[src/rtl/sle_pkg.sv]
package sle_pkg;

  localparam int LINE_W  = 9;
  localparam int DOT_W   = 9;
  localparam int BYTE_W  = 8;
  localparam int EPTR_W  = 8;
  localparam int SPTR_W  = 5;
  localparam int SLOT_W  = 3;
  localparam int FIELD_W = 2;
  localparam int CFG_IDX_W = 1;
  localparam int CFG_DATA_W = 1;

  // configuration register indexes
  localparam logic [CFG_IDX_W-1:0] CFG_SPRITE_HEIGHT_16  = 1'd0;
  localparam logic [CFG_IDX_W-1:0] CFG_RENDERING_ENABLED = 1'd1;

  // item kinds
  localparam logic FUNC_TICK  = 1'b0;
  localparam logic FUNC_WRITE = 1'b1;

  // evaluation flag bit positions
  localparam int FLAG_PRI_WRAP = 0;
  localparam int FLAG_SEC_WRAP = 1;
  localparam int FLAG_SEARCH   = 2;

  // sprite-zero flag bit positions
  localparam int S0_NEXT = 0;
  localparam int S0_CURR = 1;

  // scanline and dot landmarks
  localparam logic [LINE_W-1:0] LINE_VISIBLE_END = 9'd240;
  localparam logic [LINE_W-1:0] LINE_PRERENDER   = 9'd261;
  localparam logic [DOT_W-1:0]  DOT_CLEAR_END    = 9'd64;
  localparam logic [DOT_W-1:0]  DOT_SPRITE_ZERO  = 9'd65;
  localparam logic [DOT_W-1:0]  DOT_EVAL_END     = 9'd256;
  localparam logic [DOT_W-1:0]  DOT_LOAD_END     = 9'd320;
  localparam logic [DOT_W-1:0]  DOT_PRERENDER_S0 = 9'd1;

  localparam logic [BYTE_W-1:0] SEC_CLEAR_BYTE = 8'hFF;
  localparam logic [LINE_W-1:0] HEIGHT_8  = 9'd8;
  localparam logic [LINE_W-1:0] HEIGHT_16 = 9'd16;

endpackage

[src/rtl/sprite_line_evaluator_unit.sv]
// Channel | Direction | Handshake           | Payload
// in_     | input     | in_valid / in_stall  | func, line, dot, oam_index, oam_data
// out_    | output    | out_valid / out_stall| sprite_zero_on_line, overflow_raised,
//         |           |                      | load_valid, load_slot, load_field, load_byte
// cfg_    | input     | cfg_valid / cfg_ready| cfg_index, cfg_data
//
// A beat goes from the input register to the result register; one beat is taken
// every cycle while out_stall is low. The rate is set by the single evaluation
// stage between the input register and the result register, with the sprite
// memory read registered into mem_q_r, the memory read register, on even evaluation dots.
// Reset (rst_n low, synchronous) clears the pointers, flags and configuration;
// sprite memory contents are left as they are. A stalled result holds the
// evaluation stage, and in_stall rises once the input register is also full.
module sprite_line_evaluator_unit
  import sle_pkg::*;
(
  input  logic                  clk,
  input  logic                  rst_n,
  // input channel
  input  logic                  in_valid,
  output logic                  in_stall,
  input  logic                  in_func,
  input  logic [LINE_W-1:0]     in_line,
  input  logic [DOT_W-1:0]      in_dot,
  input  logic [EPTR_W-1:0]     in_oam_index,
  input  logic [BYTE_W-1:0]     in_oam_data,
  // result channel
  output logic                  out_valid,
  input  logic                  out_stall,
  output logic                  out_sprite_zero_on_line,
  output logic                  out_overflow_raised,
  output logic                  out_load_valid,
  output logic [SLOT_W-1:0]     out_load_slot,
  output logic [FIELD_W-1:0]    out_load_field,
  output logic [BYTE_W-1:0]     out_load_byte,
  // configuration channel
  input  logic                  cfg_valid,
  output logic                  cfg_ready,
  input  logic [CFG_IDX_W-1:0]  cfg_index,
  input  logic [CFG_DATA_W-1:0] cfg_data
);

  // configuration
  logic cfg_h16_r;
  logic cfg_ren_r;

  // input register
  logic                 a_valid_r;
  logic                 a_func_r;
  logic [LINE_W-1:0]    a_line_r;
  logic [DOT_W-1:0]     a_dot_r;
  logic [EPTR_W-1:0]    a_idx_r;
  logic [BYTE_W-1:0]    a_data_r;

  // result register
  logic                 out_valid_r;
  logic                 out_s0_r;
  logic                 out_ovf_r;
  logic                 out_lv_r;
  logic [SLOT_W-1:0]    out_slot_r;
  logic [FIELD_W-1:0]   out_field_r;
  logic [BYTE_W-1:0]    out_byte_r;

  // evaluation state
  logic [EPTR_W-1:0]    ep_r, ep_nxt;
  logic [SPTR_W-1:0]    sp_r, sp_nxt;
  logic [BYTE_W-1:0]    fb_r, fb_nxt;
  logic                 fb_mem_r, fb_mem_nxt;   // fetched byte lives in mem_q_r
  logic [1:0]           cr_r, cr_nxt;
  logic [2:0]           flags_r, flags_nxt;
  logic [1:0]           s0_r, s0_nxt;

  // memories
  logic [BYTE_W-1:0]    primary_mem [2**EPTR_W];
  logic [BYTE_W-1:0]    mem_q_r;
  logic [BYTE_W-1:0]    sec_mem [2**SPTR_W];

  // step control and results
  logic                 adv;
  logic                 do_step;
  logic                 prim_we;
  logic                 fetch;
  logic                 sec_we;
  logic [SPTR_W-1:0]    sec_waddr;
  logic [BYTE_W-1:0]    sec_wdata;
  logic [SPTR_W-1:0]    sec_raddr;
  logic [BYTE_W-1:0]    sec_rdata;
  logic                 ovf_nxt;
  logic                 lv_nxt;
  logic [SLOT_W-1:0]    slot_nxt;
  logic [FIELD_W-1:0]   field_nxt;
  logic [BYTE_W-1:0]    byte_nxt;

  // evaluation datapath
  logic [BYTE_W-1:0]    fb_cur;
  logic [LINE_W-1:0]    fb_ext;
  logic [LINE_W-1:0]    y_diff;
  logic [LINE_W-1:0]    height;
  logic                 y_hit;
  logic                 wrapped;
  logic                 active;
  logic [EPTR_W:0]      ep_p4;
  logic [1:0]           ep_p1_lo;
  logic [EPTR_W-1:0]    ep_inc;
  logic [SPTR_W-1:0]    sp_inc;

  // handshakes: the result stage advances when empty or when its beat is taken
  assign adv       = !out_valid_r || !out_stall;
  assign do_step   = a_valid_r && adv;
  assign in_stall  = a_valid_r && !adv;
  assign cfg_ready = 1'b1;

  assign out_valid               = out_valid_r;
  assign out_sprite_zero_on_line = out_s0_r;
  assign out_overflow_raised     = out_ovf_r;
  assign out_load_valid          = out_lv_r;
  assign out_load_slot           = out_slot_r;
  assign out_load_field          = out_field_r;
  assign out_load_byte           = out_byte_r;

  // the fetched byte comes from the memory read register until overwritten
  assign fb_cur   = fb_mem_r ? mem_q_r : fb_r;
  assign fb_ext   = {1'b0, fb_cur};
  assign y_diff   = a_line_r - fb_ext;
  assign height   = cfg_h16_r ? HEIGHT_16 : HEIGHT_8;
  assign y_hit    = (a_line_r >= fb_ext) && (y_diff < height);
  assign wrapped  = flags_r[FLAG_PRI_WRAP] || flags_r[FLAG_SEC_WRAP];
  assign active   = cfg_ren_r && (a_line_r < LINE_VISIBLE_END);
  assign ep_p4    = {1'b0, ep_r} + 9'd4;
  assign ep_p1_lo = ep_r[1:0] + 2'd1;
  assign ep_inc   = ep_r + 8'd1;
  assign sp_inc   = sp_r + 5'd1;
  assign sec_rdata = sec_mem[sec_raddr];
  assign prim_we  = do_step && (a_func_r == FUNC_WRITE);

  always_comb begin
    ep_nxt     = ep_r;
    sp_nxt     = sp_r;
    fb_nxt     = fb_r;
    fb_mem_nxt = fb_mem_r;
    cr_nxt     = cr_r;
    flags_nxt  = flags_r;
    s0_nxt     = s0_r;
    fetch      = 1'b0;
    sec_we     = 1'b0;
    sec_waddr  = sp_r;
    sec_wdata  = SEC_CLEAR_BYTE;
    sec_raddr  = sp_r;
    ovf_nxt    = 1'b0;
    lv_nxt     = 1'b0;
    slot_nxt   = '0;
    field_nxt  = '0;
    byte_nxt   = '0;

    if (a_func_r == FUNC_TICK) begin
      // pre-render line drops the next-line sprite-zero flag
      if (a_line_r == LINE_PRERENDER && a_dot_r == DOT_PRERENDER_S0) begin
        s0_nxt[S0_NEXT] = 1'b0;
      end
      if (active) begin
        if (a_dot_r == '0) begin
          sp_nxt    = '0;
          flags_nxt = '0;
          sec_we    = 1'b1;
          sec_waddr = '0;
        end else if (a_dot_r < DOT_CLEAR_END) begin
          sec_we    = 1'b1;
          sec_waddr = a_dot_r[SPTR_W:1];
        end else if (a_dot_r < DOT_EVAL_END) begin
          if (!a_dot_r[0]) begin
            // even dot: read primary byte into the memory read register
            fetch      = 1'b1;
            fb_mem_nxt = 1'b1;
          end else begin
            if (a_dot_r == DOT_SPRITE_ZERO) begin
              s0_nxt[S0_NEXT] = y_hit;
            end
            if (!wrapped) begin
              sec_we    = 1'b1;
              sec_wdata = fb_cur;
            end else begin
              fb_nxt     = sec_rdata;
              fb_mem_nxt = 1'b0;
            end
            if (cr_r != 2'd0 || (y_hit && !wrapped)) begin
              // copy a byte: advance both pointers
              cr_nxt = (cr_r != 2'd0) ? cr_r - 2'd1 : 2'd3;
              ep_nxt = ep_inc;
              sp_nxt = sp_inc;
              if (ep_inc == '0) begin
                flags_nxt[FLAG_PRI_WRAP] = 1'b1;
              end
              if (sp_inc == '0) begin
                flags_nxt[FLAG_SEC_WRAP] = 1'b1;
                flags_nxt[FLAG_SEARCH]   = 1'b1;
              end
            end else if (flags_r[FLAG_SEARCH]) begin
              if (y_hit && !flags_r[FLAG_PRI_WRAP]) begin
                ovf_nxt                = 1'b1;
                flags_nxt[FLAG_SEARCH] = 1'b0;
              end else begin
                // diagonal walk: next sprite and next byte within it
                ep_nxt = {ep_p4[EPTR_W-1:2], ep_p1_lo};
                if (ep_p4[EPTR_W]) begin
                  flags_nxt[FLAG_PRI_WRAP] = 1'b1;
                end
              end
            end else begin
              ep_nxt = {ep_p4[EPTR_W-1:2], 2'b00};
              if (ep_p4[EPTR_W]) begin
                flags_nxt[FLAG_PRI_WRAP] = 1'b1;
              end
            end
          end
        end else if (a_dot_r < DOT_LOAD_END) begin
          if (a_dot_r == DOT_EVAL_END) begin
            sec_raddr = '0;
          end
          if (!a_dot_r[2]) begin
            lv_nxt    = 1'b1;
            slot_nxt  = a_dot_r[5:3];
            field_nxt = a_dot_r[1:0];
            byte_nxt  = sec_rdata;
            sp_nxt    = sec_raddr + 5'd1;
          end else begin
            sp_nxt = sec_raddr;
          end
          if (a_dot_r != DOT_EVAL_END) begin
            s0_nxt[S0_CURR] = s0_nxt[S0_NEXT];
            ep_nxt          = '0;
          end
        end
      end
    end
  end

  // control state
  always_ff @(posedge clk) begin
    if (!rst_n) begin
      cfg_h16_r   <= 1'b0;
      cfg_ren_r   <= 1'b0;
      a_valid_r   <= 1'b0;
      out_valid_r <= 1'b0;
      ep_r        <= '0;
      sp_r        <= '0;
      fb_r        <= '0;
      fb_mem_r    <= 1'b0;
      cr_r        <= '0;
      flags_r     <= '0;
      s0_r        <= '0;
    end else begin
      if (cfg_valid && cfg_ready) begin
        unique case (cfg_index)
          CFG_SPRITE_HEIGHT_16:  cfg_h16_r <= cfg_data[0];
          CFG_RENDERING_ENABLED: cfg_ren_r <= cfg_data[0];
          default: ;
        endcase
      end
      if (in_valid && !in_stall) begin
        a_valid_r <= 1'b1;
      end else if (adv) begin
        a_valid_r <= 1'b0;
      end
      if (adv) begin
        out_valid_r <= a_valid_r;
      end
      if (do_step) begin
        ep_r     <= ep_nxt;
        sp_r     <= sp_nxt;
        fb_r     <= fb_nxt;
        fb_mem_r <= fb_mem_nxt;
        cr_r     <= cr_nxt;
        flags_r  <= flags_nxt;
        s0_r     <= s0_nxt;
      end
    end
  end

  // payload registers
  always_ff @(posedge clk) begin
    if (in_valid && !in_stall) begin
      a_func_r <= in_func;
      a_line_r <= in_line;
      a_dot_r  <= in_dot;
      a_idx_r  <= in_oam_index;
      a_data_r <= in_oam_data;
    end
    if (do_step) begin
      out_s0_r    <= s0_nxt[S0_CURR];
      out_ovf_r   <= ovf_nxt;
      out_lv_r    <= lv_nxt;
      out_slot_r  <= slot_nxt;
      out_field_r <= field_nxt;
      out_byte_r  <= byte_nxt;
    end
  end

  // primary sprite memory: one write port, registered read on fetch dots
  always_ff @(posedge clk) begin
    if (prim_we) begin
      primary_mem[a_idx_r] <= a_data_r;
    end
    if (do_step && fetch) begin
      mem_q_r <= primary_mem[ep_r];
    end
  end

  // secondary store
  always_ff @(posedge clk) begin
    if (do_step && sec_we) begin
      sec_mem[sec_waddr] <= sec_wdata;
    end
  end

endmodule
[config.mk]
export PLATFORM = sky130hd
export DESIGN_NAME = sprite_line_evaluator_unit
export DESIGN_NICKNAME = d
export VERILOG_FILES = /design/src/rtl/sle_pkg.sv /design/src/rtl/sprite_line_evaluator_unit.sv
export SDC_FILE = /design/constraint.sdc
export NUM_CORES = 2
export LEC_CHECK = 0
export BUFFER_PORTS_ARGS = -buffer_cell sky130_fd_sc_hd__clkbuf_2
export CAP_MARGIN = 20
export CELL_PAD_IN_SITES_DETAIL_PLACEMENT = 0
export CELL_PAD_IN_SITES_GLOBAL_PLACEMENT = 1
export CORE_MARGIN = 2
export CORE_UTILIZATION = 51
export DETAILED_ROUTE_END_ITERATION = 16
export GPL_TIMING_DRIVEN = 0
export PLACE_DENSITY_LB_ADDON = 0.1
export SYNTH_ARGS = -nofsm -noshare
export SYNTH_HDL_FRONTEND = slang
export SYNTH_SLANG_ARGS = --single-unit
[constraint.sdc]
create_clock -name clk -period 4.1 [get_ports clk]
set_input_delay 0.615 -clock clk [delete_from_list [all_inputs] [get_ports clk]]
set_output_delay 0.615 -clock clk [all_outputs]
set_load 0.01 [all_outputs]
==> flow_summary.json <==
{
  "grt_pass1_vias": 48700,
  "synth_nets": 4519,
  "area_growth_pct": 16.8,
  "hp-class": "input port to flop",
  "intPower_w": 0.0393,
  "synth-edff-count": 2363,
  "switching_share_pct": 20.5,
  "fp.dieH_um": 433,
  "gr-usage-all-layers_pct": 33.9,
  "totalWireLength_um": 316000,
  "setup-tns-final_ps": -1460,
  "cp_data_arrival_time_ps": 4960,
  "fmaxAchievable_mhz": 234,
  "cp_num_buf_inv": 4,
  "drtPass1Iterations": 6,
  "setup_viol": 55,
  "synth_cells": 4463,
  "synthArstFlopShare_pct": 0,
  "clock_latency_ps": 900,
  "worst_pin_slew_ps": 1390,
  "top_layer": "met5",
  "outcome": "complete, but fails checks",
  "cts_tree": "yes",
  "clock_path_buffers": 3,
  "layout.nets": 4987,
  "max-slew-margin-rel_pct": 7.30,
  "hold_viol": 0,
  "wl_met1_um": 121000,
  "netlist_area_um2": 94000,
  "fin_crit_sh_pct": 104,
  "dp_hpwl_um": 216000,
  "yosysUniqueCellTypes": 72,
  "yosysSeqAreaShare_pct": 76.2,
  "pin_count": 61,
  "fp.coreArea_um2": 183000,
  "worst_path_largest_cell_delay_ps": 1220,
  "path_class": "flop to flop",
  "synthFlopType": "edfxtp_1",
  "p_sw_w": 0.0101,
  "path_delay_family": "compound AO/OA/AOI/OAI gates",
  "rsz0062_at_grt": "yes",
  "initial_utilization_pct": 51.3,
  "grt_overflow": 0,
  "path_max_fanout": 10,
  "gp_congestion": 0.912,
  "dieArea_um2": 188000,
  "violations": "setup timing",
  "drtIter0Drc": 8233,
  "slew_viol_final": 0,
  "die_w_um": 433,
  "numPortBuffers": 59,
  "yosysWarnings": 0,
  "total_power_w": 0.0494,
  "leakage_nw": 32.6,
  "power_frac_clock_pct": 43.7,
  "antenna_found_initial": 22,
  "endpoint_kind": "flop",
  "cts_root_buffer": "clkbuf_16",
  "cts.reportedPaths.clkPinSlew_ps": 60,
  "ys_ff_latch": 2396,
  "power_density_nw_per_um2": 450,
  "fin_crit_ps": 4280,
  "combPwrFrac_pct": 1.8,
  "num_vias": 51200,
  "setup_ws_ps": -177,
  "crit_required_ps": 4780,
  "cp_slowest_cell": "a2111oi_1",
  "met3WireLength_um": 35700,
  "syn_area_per_cell_um2": 21.1,
  "seqPwrFrac_pct": 54.5,
  "fin_skew_ps": 50.5,
  "cts.sinks": 2396,
  "max_cap_violations": 0,
  "wl_per_cell_um": 41.5,
  "grt_max_degree": 37,
  "critPathLaunchType": "flop",
  "grt_pass1_wl_um": 422000,
  "via_per_inst": 6.72,
  "drive_gt1_share_pct": 27.9,
  "path_cells": "buf_2 -> buf_12 -> buf_6 -> buf_8 -> mux4_2 -> mux2i_1 -> a2111oi_1 -> o21ai_1 -> a21oi_1 -> or4_1",
  "rows": 157,
  "mostFrequentLayoutCells": "edfxtp_1, mux4_2, nor2_1",
  "ir_drop_uv": 400,
  "ant_nets": 0,
  "final_common_cell": "edfxtp_1",
  "htree_levels": 4,
  "final_core_util_pct": 60.0,
  "numCtsBuffers": 238,
  "dr_wl_met2_um": 145000,
  "drcViolationCount": 0
}
[logic make-up after synthesis]
group           synth area share [%]
compound gates                  2.67
flops                           76.2
mux                             16.4
fa+ha+maj                      0.186
buf+inv                         1.46
xor+xnor                      0.0280
simple gates                    3.10
other cells                  0.00399
[worst paths after layout]
check / from / cells past startpoint / slack [ps] / to
setup / recovery: ep_r[0] / 10 / -180 / mem_q_r[7]
hold / removal: in_line[8] / 1 / 20 / a_line_r[8]
setup reg to reg: ep_r[0] / 10 / -180 / mem_q_r[7]
hold reg to reg: fb_r[2] / 2 / 450 / fb_r[2]
[Yosys cell counts (all sizes together), types with 7 or more instances]
cell | instances | area, um^2
mux2i | 88 | 881
nand2b | 20 | 125
a211oi | 16 | 120
nor2b | 17 | 106
o2bb2ai | 7 | 61.3
nand2 | 108 | 405
and2 | 13 | 81.3
ha | 14 | 175
o2111ai | 18 | 158
nor2 | 390 | 1460
o22ai | 35 | 219
buf | 139 | 837
a211o | 16 | 140
o311ai | 18 | 158
inv | 21 | 78.8
a22o | 7 | 61.3
o21bai | 7 | 52.6
o21ai | 46 | 230
or3 | 7 | 43.8
a31oi | 13 | 81.3
o221ai | 23 | 201
edfxtp | 2363 | 71000
a22oi | 12 | 90.1
nor4 | 11 | 68.8
a221oi | 18 | 158
dfxtp | 33 | 661
clkbuf | 119 | 447
and3 | 10 | 62.6
mux2 | 20 | 225
mux4 | 634 | 14300
nor3 | 25 | 125
nand3 | 31 | 155
a21oi | 70 | 350
[through the flow]
step,hold WS (ps),std cells,instance area (um^2),setup slack [ps]
after floorplan,421,4463,94000,54.3
after global placement,435,6986,97400,-3960
after detailed placement,442,7113,101000,-2070
after CTS,4.02,7601,110000,-153
after global routing,8.17,7608,110000,-28.5
final,19.2,7611,110000,-177
[power by group through the flow]
stage                     logic [W]  clock network (W)  registers (W)
final                      0.000879             0.0216         0.0269
after detailed placement   0.000832                  0         0.0275
after floorplan            0.000111                  0         0.0277
after global routing       0.000916             0.0226         0.0269
after CTS                  0.000863             0.0217         0.0269
after global placement     0.000213                  0         0.0280
[timing repair]
action | in CTS | in global routing
endpoints found under the setup margin | 392 | 170
hold buffers | 36 | 0
resized for setup | 282 | 66
gates cloned | 1 | 0
hold endpoints to repair | 36 | 0
pin swaps | 4 | 2
buffers inserted | 1 | 1
[flip-flops by register name, indices dropped and copies added (netlist names), 2 cells and up]
register,count
a_data_r,8
a_dot_r,9
a_idx_r,8
a_line_r,9
cr_r,2
ep_r,8
fb_r,8
flags_r,3
mem_q_r,8
out_load_byte,8
out_load_field,2
out_load_slot,3
primary_mem,2048
s0_r,2
sec_mem,256
sp_r,5
[cell type report]
class	instances	area (um^2)
flip-flops and latches	2396	71600
well taps	2464	3080
repair buffers	228	3760
fillers	13200	73200
diodes	5	12.5
inverters	23	86.3
plain buffers	257	2170
multi-input cells	1787	21400
clock buffers	288	6170
clock inverters	163	1490
[worst register-to-register path: cells and delay by family (launching register included)]
family / cells / cell delay [ps]
AOI/OAI and AO/OA: 3 / 1880
muxes: 2 / 460
DFF: 1 / 340
buffers and inverters: 4 / 1080
and+or+nand+nor: 1 / 350
[per-layer routing]
| layer | vias up | global-route usage [%] |
|---|---|---|
| met5 | - | 0 |
| met3 | 565 | 8.49 |
| met4 | 12 | 12.5 |
| met2 | 3392 | 51.3 |
| li1 | 19700 | - |
| met1 | 27500 | 48.0 |
No activity file was read; power rests on OpenSTA's default activity.
